File: src/sv/esd_pkg.sv
package esd_pkg;

    // Decoder phase codes
    localparam logic [1:0] PH_IDLE = 2'd0;
    localparam logic [1:0] PH_ESC  = 2'd1;
    localparam logic [1:0] PH_HEX  = 2'd2;
    localparam logic [1:0] PH_OCT  = 2'd3;

    // Result status codes
    localparam logic [1:0] ST_OK      = 2'd0;
    localparam logic [1:0] ST_INVALID = 2'd1;
    localparam logic [1:0] ST_RANGE   = 2'd2;

    // Characters with a special role
    localparam logic [7:0] CH_BACKSLASH = 8'h5C;
    localparam logic [7:0] CH_X         = 8'h78;
    localparam logic [7:0] CH_U         = 8'h75;

    // Largest value that fits in narrow mode
    localparam logic [15:0] NARROW_MAX = 16'h00FF;

    // digits_left loads: hex is 4 plus digits allowed after the first, octal the digits left
    localparam logic [2:0] DL_HEX_X  = 3'd5;
    localparam logic [2:0] DL_HEX_U  = 3'd7;
    localparam logic [2:0] DL_OCT    = 3'd2;
    localparam logic [2:0] DL_NODIG  = 3'd4;

    typedef struct packed {
        logic [15:0] value;
        logic [1:0]  status;
        logic        end_of_text;
        logic        last;
    } result_t;

    // Return {hit, digit} for a hex digit character
    function automatic logic [4:0] hex_digit(input logic [7:0] ch);
        logic [4:0] r;
        r = 5'd0;
        if (ch inside {[8'h30:8'h39]}) begin
            r = {1'b1, ch[3:0]};
        end else if (ch inside {[8'h61:8'h66], [8'h41:8'h46]}) begin
            r = {1'b1, ch[3:0] + 4'd9};
        end
        return r;
    endfunction

    // Return {hit, code} for the eleven simple escapes
    function automatic logic [8:0] simple_escape(input logic [7:0] ch);
        logic [8:0] r;
        case (ch)
            8'h61:   r = {1'b1, 8'd7};
            8'h62:   r = {1'b1, 8'd8};
            8'h74:   r = {1'b1, 8'd9};
            8'h6E:   r = {1'b1, 8'd10};
            8'h76:   r = {1'b1, 8'd11};
            8'h66:   r = {1'b1, 8'd12};
            8'h72:   r = {1'b1, 8'd13};
            8'h3F:   r = {1'b1, 8'd63};
            8'h5C:   r = {1'b1, 8'd92};
            8'h27:   r = {1'b1, 8'd39};
            8'h22:   r = {1'b1, 8'd34};
            default: r = 9'd0;
        endcase
        return r;
    endfunction

endpackage

File: src/sv/escape_sequence_decoder.sv
// Escape-sequence decoder: takes one source byte of a literal per beat and
// returns the decoded characters, handling simple escapes, \x (one or two hex
// digits), \u (one to four hex digits) and octal escapes (up to three digits).
// Each input beat yields zero, one or two result beats; m_last marks the final
// one. An input beat is taken every cycle while the two-entry result register
// is empty, or holds one result that leaves in the same cycle, so the block
// runs at one byte per cycle whenever each byte gives at most one result and
// m_ready stays high; a byte that gives two results holds the input while the
// second result drains. The first result appears in the cycle after the beat.
// The narrow_mode bit (cfg_wr_en/cfg_wr_data) flags values above 255 with
// status 2; write it only while the block is idle.
module escape_sequence_decoder (
    input  logic        aclk,
    input  logic        aresetn,
    input  logic        cfg_wr_en,
    input  logic        cfg_wr_data,
    input  logic        s_valid,
    output logic        s_ready,
    input  logic [7:0]  s_char_code,
    input  logic        s_flush,
    output logic        m_valid,
    input  logic        m_ready,
    output logic [15:0] m_value,
    output logic [1:0]  m_status,
    output logic        m_end_of_text,
    output logic        m_last
);
    import esd_pkg::*;

    logic        narrow_reg;
    logic [1:0]  phase_reg, phase_next;
    logic [15:0] acc_reg, acc_next;
    logic [2:0]  dl_reg, dl_next;

    result_t     slot0_reg, slot0_next;
    result_t     slot1_reg, slot1_next;
    logic [1:0]  cnt_reg, cnt_next;

    result_t     r0, r1;
    logic [1:0]  n_res;

    logic        in_fire, out_fire;
    logic [4:0]  hex_hit;
    logic [8:0]  esc_hit;
    logic        is_digit;
    logic [15:0] acc_dig;
    logic [2:0]  dl_dig;

    assign out_fire = m_valid && m_ready;
    assign s_ready  = (cnt_reg == 2'd0) || ((cnt_reg == 2'd1) && m_ready);
    assign in_fire  = s_valid && s_ready;

    function automatic result_t mk(input logic [15:0] v, input logic [1:0] st,
                                   input logic eot);
        result_t r;
        r.value       = v;
        r.status      = st;
        r.end_of_text = eot;
        r.last        = 1'b0;
        return r;
    endfunction

    // Status of a decoded value under the current mode
    function automatic logic [1:0] range_status(input logic nm, input logic [15:0] v);
        return (nm && (v > NARROW_MAX)) ? ST_RANGE : ST_OK;
    endfunction

    // Digit decode and accumulate for the numeric phases
    always_comb begin
        hex_hit = hex_digit(s_char_code);
        esc_hit = simple_escape(s_char_code);
        if (phase_reg == PH_HEX) begin
            is_digit = hex_hit[4];
            acc_dig  = {acc_reg[11:0], hex_hit[3:0]};
        end else begin
            is_digit = s_char_code inside {[8'h30:8'h37]};
            acc_dig  = {acc_reg[12:0], s_char_code[2:0]};
        end
        if (dl_reg >= DL_NODIG) begin
            dl_dig = dl_reg - DL_NODIG;
        end else if (dl_reg != 3'd0) begin
            dl_dig = dl_reg - 3'd1;
        end else begin
            dl_dig = 3'd0;
        end
    end

    // Decode one input beat into up to two results and the next state
    always_comb begin
        phase_next = phase_reg;
        acc_next   = acc_reg;
        dl_next    = dl_reg;
        r0         = mk(16'd0, ST_OK, 1'b0);
        r1         = mk(16'd0, ST_OK, 1'b0);
        n_res      = 2'd0;

        if (s_flush) begin
            if ((phase_reg == PH_ESC) || ((phase_reg == PH_HEX) && (dl_reg >= DL_NODIG))) begin
                r0    = mk(16'd0, ST_INVALID, 1'b0);
                r1    = mk(16'd0, ST_OK, 1'b1);
                n_res = 2'd2;
            end else if ((phase_reg == PH_HEX) || (phase_reg == PH_OCT)) begin
                r0    = mk(acc_reg, range_status(narrow_reg, acc_reg), 1'b0);
                r1    = mk(16'd0, ST_OK, 1'b1);
                n_res = 2'd2;
            end else begin
                r0    = mk(16'd0, ST_OK, 1'b1);
                n_res = 2'd1;
            end
            phase_next = PH_IDLE;
            acc_next   = 16'd0;
            dl_next    = 3'd0;
        end else begin
            case (phase_reg)
                PH_IDLE: begin
                    if (s_char_code == CH_BACKSLASH) begin
                        phase_next = PH_ESC;
                    end else begin
                        r0    = mk({8'h00, s_char_code}, ST_OK, 1'b0);
                        n_res = 2'd1;
                    end
                end
                PH_ESC: begin
                    phase_next = PH_IDLE;
                    acc_next   = 16'd0;
                    dl_next    = 3'd0;
                    if (esc_hit[8]) begin
                        r0    = mk({8'h00, esc_hit[7:0]}, ST_OK, 1'b0);
                        n_res = 2'd1;
                    end else if (s_char_code == CH_X) begin
                        phase_next = PH_HEX;
                        dl_next    = DL_HEX_X;
                    end else if (s_char_code == CH_U) begin
                        phase_next = PH_HEX;
                        dl_next    = DL_HEX_U;
                    end else if (s_char_code inside {[8'h30:8'h37]}) begin
                        phase_next = PH_OCT;
                        acc_next   = {13'd0, s_char_code[2:0]};
                        dl_next    = DL_OCT;
                    end else begin
                        r0    = mk(16'd0, ST_INVALID, 1'b0);
                        n_res = 2'd1;
                    end
                end
                default: begin
                    if (is_digit) begin
                        if (dl_dig == 3'd0) begin
                            r0         = mk(acc_dig, range_status(narrow_reg, acc_dig), 1'b0);
                            n_res      = 2'd1;
                            phase_next = PH_IDLE;
                            acc_next   = 16'd0;
                            dl_next    = 3'd0;
                        end else begin
                            acc_next = acc_dig;
                            dl_next  = dl_dig;
                        end
                    end else if ((phase_reg == PH_HEX) && (dl_reg >= DL_NODIG)) begin
                        r0         = mk(16'd0, ST_INVALID, 1'b0);
                        n_res      = 2'd1;
                        phase_next = PH_IDLE;
                        acc_next   = 16'd0;
                        dl_next    = 3'd0;
                    end else begin
                        // Emit the value so far, then treat the byte as in idle
                        r0       = mk(acc_reg, range_status(narrow_reg, acc_reg), 1'b0);
                        acc_next = 16'd0;
                        dl_next  = 3'd0;
                        if (s_char_code == CH_BACKSLASH) begin
                            phase_next = PH_ESC;
                            n_res      = 2'd1;
                        end else begin
                            phase_next = PH_IDLE;
                            r1         = mk({8'h00, s_char_code}, ST_OK, 1'b0);
                            n_res      = 2'd2;
                        end
                    end
                end
            endcase
        end

        r0.last = (n_res == 2'd1);
        r1.last = 1'b1;
    end

    // Load a new result pair, or advance the pair as results leave
    always_comb begin
        slot0_next = slot0_reg;
        slot1_next = slot1_reg;
        cnt_next   = cnt_reg;
        if (in_fire) begin
            slot0_next = r0;
            slot1_next = r1;
            cnt_next   = n_res;
        end else if (out_fire) begin
            slot0_next = slot1_reg;
            cnt_next   = cnt_reg - 2'd1;
        end
    end

    // Control state
    always_ff @(posedge aclk) begin
        if (!aresetn) begin
            narrow_reg <= 1'b0;
            phase_reg  <= PH_IDLE;
            acc_reg    <= 16'd0;
            dl_reg     <= 3'd0;
            cnt_reg    <= 2'd0;
        end else begin
            if (cfg_wr_en) begin
                narrow_reg <= cfg_wr_data;
            end
            if (in_fire) begin
                phase_reg <= phase_next;
                acc_reg   <= acc_next;
                dl_reg    <= dl_next;
            end
            cnt_reg <= cnt_next;
        end
    end

    // Result payload
    always_ff @(posedge aclk) begin
        slot0_reg <= slot0_next;
        slot1_reg <= slot1_next;
    end

    assign m_valid       = (cnt_reg != 2'd0);
    assign m_value       = slot0_reg.value;
    assign m_status      = slot0_reg.status;
    assign m_end_of_text = slot0_reg.end_of_text;
    assign m_last        = slot0_reg.last;

`ifndef NO_ASSERTIONS
    a_cnt_bound: assert property (@(posedge aclk) disable iff (!aresetn)
        cnt_reg != 2'd3)
        else $error("result count out of range");

    a_flush_idle: assert property (@(posedge aclk) disable iff (!aresetn)
        (in_fire && s_flush) |=> (phase_reg == PH_IDLE && acc_reg == 16'd0 && dl_reg == 3'd0))
        else $error("state not cleared after flush");

    a_eot_last: assert property (@(posedge aclk) disable iff (!aresetn)
        (m_valid && m_end_of_text) |-> m_last)
        else $error("end-of-text result is not the last one");

    a_oct_digits: assert property (@(posedge aclk) disable iff (!aresetn)
        (phase_reg == PH_OCT) |-> (dl_reg <= DL_OCT && dl_reg != 3'd0))
        else $error("octal digit count out of range");
`endif

endmodule
File: config.mk
export PLATFORM = sky130hd
export DESIGN_NAME = escape_sequence_decoder
export DESIGN_NICKNAME = d
export VERILOG_FILES = /design/src/sv/esd_pkg.sv /design/src/sv/escape_sequence_decoder.sv
export SDC_FILE = /design/constraint.sdc
export NUM_CORES = 1
export LEC_CHECK = 0
export BUFFER_PORTS_ARGS = -buffer_cell sky130_fd_sc_hd__buf_4
export CAP_MARGIN = 10
export CELL_PAD_IN_SITES_DETAIL_PLACEMENT = 1
export CELL_PAD_IN_SITES_GLOBAL_PLACEMENT = 1
export CORE_UTILIZATION = 44
export CTS_BUF_LIST = sky130_fd_sc_hd__clkbuf_8
export CTS_CLUSTER_DIAMETER = 60
export DETAILED_ROUTE_END_ITERATION = 10
export PLACE_DENSITY = 0.82
export SYNTH_ARGS = -nofsm -noshare
export SYNTH_HDL_FRONTEND = slang
export SYNTH_SLANG_ARGS = --single-unit
export TNS_END_PERCENT = 30
File: constraint.sdc
create_clock -name aclk -period 3.45 [get_ports aclk]
set_input_delay 0.69 -clock aclk [delete_from_list [all_inputs] [get_ports aclk]]
set_output_delay 0.69 -clock aclk [all_outputs]
set_load 0.01 [all_outputs]
==> flow_summary.toml, run 1 <==
[yosys]
synthTopCellsByCount = "nand2_1, o21ai_0, nor2_1"
synth-async-reset-ratio_pct = 0
yosysSeqAreaShare_pct = 38.77
synth_fp_nets = 430
yosysWarnings = 0
synth.avg_cell_area_sq_um = 8.586
yosysMostFrequentCell = "nand2_1"
synth-seq-cells = 53
synth.area.top_cells = "edfxtp_1, dfxtp_1, o21ai_0, mux2i_1, nand2_1"
synthCells = 406
syn_area_sq_um = 3486
synth_cell_types = 67
yosysTopAreaCell = "edfxtp_1"
synth_enable_flop_cells = 29
netlist.area_leader.share_pct = 24.98
ys_dominant_reg_cell = "edfxtp_1"

[cts]
cts_root_buffer = "clkbuf_8"
clockBufferDepth = 2
cts.repair.resized = 0
insertion_delay_ns = 0.31
post-cts-setup-buffer-count = 0
numCtsBuffers = 5
cts_tree = "built"
cts.sinks = 53
htreeDepth = 2
postCtsHoldBufs = 0
clk_pin_slew_ns = 0.10

[sta]
rsz0062_at_grt = "no"
period_needed_ns = 2.853
setup-tns-final_ns = 0
whs_ns = 0.5035
finClkSkew_ns = 0.007264
setup_viol_count_final = 0
slew_violations = 0
clock.fmax_mhz = 350.5
tightest_slew_ns = 0.6600
slew_headroom_pct = 55.81
final.period_utilization_pct = 82.69
setup_slack_ns = 0.5972
hold_viol = 0

[pwr]
ir_worst_vdd_mv = 0.1710
power.density_nw_per_um2 = 558.4
p_leak_nw = 1.554

[global_routing]
grt_pass1_wl_um = 17890
grt_max_degree = 25
grt_util_all_layers_pct = 27.30
grt_pass1_vias = 3467
antenna_found_initial = 0
grt-ovfl-total = 0

[finish]
final_core_util_pct = 52.16
n_antenna_cell = 0
fillers = 950
multi_input_area_sq_um = 1988
fin_cells = 541
area_growth_syn_to_layout_pct = 15.04
seq_area_sq_um = 1351
nets = 462
drive_above_1_share_pct = 16.17

[min_path]
hold_depth = 2
min_from = "acc_reg[13]"
hp-class = "reg2reg"
hold_path_end = "acc_reg[13]"

[place]
place_inst = 533
port_buffers = 36
place_ws_ns = 0.2885
hpwl_um = 7966
place.gp.congestion = 0.9676

[worst_setup_path]
reg2reg_depth = 9
cp_max_fo = 14
endpoint_kind = "flip-flop"
regToRegSetupSlack_ns = 0.60
critPathLaunchType = "input pin"
cp.required_ns = 3.52
reg2reg_from = "dl_reg[0]"
crit_type = "in2reg"
r2r-end = "m_value[7]"
cp.arrival_ns = 2.92

[run]
drv_cap = 0

[floorplanning]
die_w_um = 91.01
start_util_pct = 45.35
core-area_sq_um = 7687
ios = 37
die_height_um = 91.01
std_cell_rows = 32
dieArea_sq_um = 8282

[detailed_routing]
drt-total-wl_um = 10830
via_count = 3341
ant_nets = 0
vias_per_cell = 6.176
drt-pass1-iter-count = 4
drt_iter0_drc = 212
wl_per_cell_um = 20.01
drc = 0

[outcome]
status = "completed"
[area by class of cell]
cell class | count | area share [%]
Tap cell | 102 | 3.183
Multi-Input combinational cell | 317 | 49.58
Sequential cell | 53 | 33.70
Clock inverter | 3 | 1.716
Inverter | 14 | 1.310
Clock buffer | 5 | 1.716
Timing Repair Buffer | 47 | 8.799
[metrics by stage]
stage	instance area (sq um)	total power, W
finish	4010	0.002239
detailed placement	3872	0.001725
floorplan	3486	0.001383
global placement	3872	0.001710
global route	4010	0.002338
CTS	4010	0.002231
[kinds of logic after synthesis]
logic type	synth area share [%]
AND/OR/NAND/NOR	26.02
buffers and inverters	4.200
multiplexers	5.815
adder cells (fa/ha/maj)	3.518
flip-flops	38.77
XOR/XNOR	0.5026
AO/OA/AOI/OAI	21.18
[how the worst max path moves through the flow]
stage | startpoint | end | slack [ns] | cells past startpoint
2_1_floorplan | s_char_code[0] | m_value[1] | 0.81 | 8
3_3_place_gp | s_char_code[0] | m_value[6] | 0.40 | 11
3_5_place_dp | s_char_code[0] | m_value[6] | 0.29 | 11
4_1_cts | s_char_code[0] | m_value[6] | 0.61 | 11
5_1_grt | s_char_code[0] | m_value[6] | 0.42 | 11
6_report | s_char_code[0] | m_value[6] | 0.60 | 11
[power by group]
| part | switching, W | internal, W | total, W |
|---|---|---|---|
| logic | 0.000495 | 0.000322 | 0.000817 |
| registers | 0.0000680 | 0.000838 | 0.000906 |
| clock network | 0.000224 | 0.000292 | 0.000516 |
| total | 0.000786 | 0.00145 | 0.00224 |
[cell usage in the layout (no fill, tap or decap), types with 7 or more instances in the layout]
cell,count
buf_4,47
nand2_1,43
o21ai_0,38
nor2_1,33
edfxtp_1,29
dfxtp_1,24
a21oi_1,21
mux2i_1,18
nand3_1,17
inv_1,14
and2_1,10
nand2b_1,9
nor3_1,9
ha_1,9
or2_2,8
nor4_1,7
[worst max-delay path, stage by stage]
cell and delay (ns):
buf_4 0.14, inv_1 0.15, ha_1 0.26, nor2_1 0.09, nor4_1 0.49, a211oi_2 0.08
buf_4 0.21, a21o_1 0.17, buf_4 0.19, a222oi_1 0.36, o21ai_1 0.09
[metal layers]
layer  up-vias  GRT usage, %  part of all wire (%)
li1       1573             -                     -
met3        25         3.601                   3.5
met2        98         46.21                    49
met1      1645         35.18                    44
met5         -             0                     0
met4         0         10.98                   3.2
No activity file was read; power rests on OpenSTA's default activity.
==> run 2, diff against run 1 <==
Clock period 3.45 ns to 2.92 ns, I/O delays scaled along.
==> run 2 against run 1 <==
Total power up 10%; largest power group unchanged; setup slack worse by 0.46 ns; flip-flop and latch count stayed put; final cell count up 2.8%.
==> flow_summary.toml, run 2 (synthesis results as in run 1) <==
[cts]
insertion_delay_ns = 0.31
clockBufferDepth = 2
htreeDepth = 2
cts_root_buffer = "clkbuf_8"
cts_tree = "built"
numCtsBuffers = 5
cts.sinks = 53
postCtsHoldBufs = 0
clk_pin_slew_ns = 0.10

[worst_setup_path]
critPathLaunchType = "flip-flop"
cp.arrival_ns = 2.93
crit_type = "reg2reg"
reg2reg_depth = 8
reg2reg_from = "dl_reg[0]"
r2r-end = "m_value[2]"
regToRegSetupSlack_ns = 0.14
cp.required_ns = 3.06
cp_max_fo = 7
endpoint_kind = "flip-flop"

[floorplanning]
core-area_sq_um = 7687
std_cell_rows = 32
die_height_um = 91.01
ios = 37
die_w_um = 91.01
start_util_pct = 45.35
dieArea_sq_um = 8282

[min_path]
hp-class = "reg2reg"
hold_depth = 2
min_from = "acc_reg[13]"
hold_path_end = "acc_reg[13]"

[pwr]
power.share.sequential_pct = 43.0
power.density_nw_per_um2 = 604.3
ir_worst_vdd_mv = 0.1691
total_power_w = 0.002469
p_leak_nw = 1.615
p_clk_share_pct = 16.3
power.switching_w = 0.0009193
sw_frac_of_total_pct = 37.24
p_comb_share_pct = 40.7
p_int_w = 0.001549

[place]
place_ws_ns = -0.1333
hpwl_um = 8585
place.gp.congestion = 0.9373
port_buffers = 36
placed_area_sq_um = 3998

[detailed_routing]
drt-total-wl_um = 11300
drt-pass1-iter-count = 5
drt_iter0_drc = 292
vias_per_cell = 6.192
ant_nets = 0
via_count = 3443
drc = 0
wl_per_cell_um = 20.32

[finish]
nets = 478
final_common_cell = "buf_4"
n_antenna_cell = 0
multi_input_area_sq_um = 1988
final_core_util_pct = 53.14
seq_area_sq_um = 1354
drive_above_1_share_pct = 19.16
design_area_sq_um = 4085
fillers = 942
area_growth_syn_to_layout_pct = 17.19
final_cell_mix = "buf_4, nand2_1, o21ai_0"

[global_routing]
use_met2_pct = 50.57
antenna_found_initial = 0
use_met3_pct = 3.853
grt_pass1_wl_um = 18220
met1_usage_pct = 33.51
grt_pass1_vias = 3548
grt_util_all_layers_pct = 27.93
grt-ovfl-total = 0
grt_max_degree = 25
grt_busiest_layer = "met2"

[sta]
tightest_slew_ns = 0.9188
slew_violations = 0
setup_slack_ns = 0.1350
slew_headroom_pct = 38.58
rsz0062_at_grt = "no"
clock.fmax_mhz = 359.1
setup_viol_count_final = 0
finClkSkew_ns = 0.01260
whs_ns = 0.4988
period_needed_ns = 2.785
final.period_utilization_pct = 95.38
hold_viol = 0

[run]
drv_cap = 0

[outcome]
status = "completed"
-- run 2: power by group through the flow --
stage               sequential (W)  combinational (W)  clock, W
floorplan                  0.00110           0.000531         0
global placement           0.00107           0.000959         0
detailed placement         0.00108           0.000991         0
CTS                        0.00106           0.000998  0.000400
global route               0.00108            0.00108  0.000420
finish                     0.00106            0.00101  0.000403
-- run 2: layer usage --
layer / part of all wire [%] / routed length [um]
met5: 0 / 0
met4: 3.1 / 345
met3: 4.7 / 536
met2: 50 / 5657
met1: 42 / 4760
-- run 2: per-stage QoR --
stage	TNS, ns	instances
5_1_grt	0	556
6_report	0	556
4_1_cts	0	555
3_3_place_gp	-0.2874	548
3_5_place_dp	-0.1835	548
2_1_floorplan	0	406
-- run 2: worst max-delay path, stage by stage (launching register included) --
cell and delay, ns:
dfxtp_2 0.36, or2_2 0.31, ha_1 0.20, or4b_1 0.46, a21oi_1 0.24, o211ai_1 0.31, buf_4 0.25, or2_2 0.28
a41oi_1 0.18
-- run 2: how the worst max path moves through the flow --
stage | startpoint | to | slack, ns | cells after the start
global placement | s_char_code[0] | m_value[3] | -0.13 | 10
CTS | dl_reg[0] | m_value[7] | 0.10 | 9
floorplan | s_char_code[0] | m_value[1] | 0.39 | 8
finish | dl_reg[0] | m_value[2] | 0.14 | 8
global route | dl_reg[0] | m_value[7] | 0.04 | 9
detailed placement | s_char_code[0] | m_last | -0.13 | 9
-- run 2: cell type report --
class                   count  area share (%)
clock inverters             2          0.2144
flip-flops and latches     53           33.14
inverters                  14           1.286
multi-input cells         317           48.67
repair buffers             63           11.88
clock buffers               5           1.685
well taps                 102           3.124
-- run 2: repair_timing --
item,in CTS,in global routing
buffers inserted,0,1
hold endpoints to repair,0,0
setup endpoints to repair,0,3
resized for setup,0,2
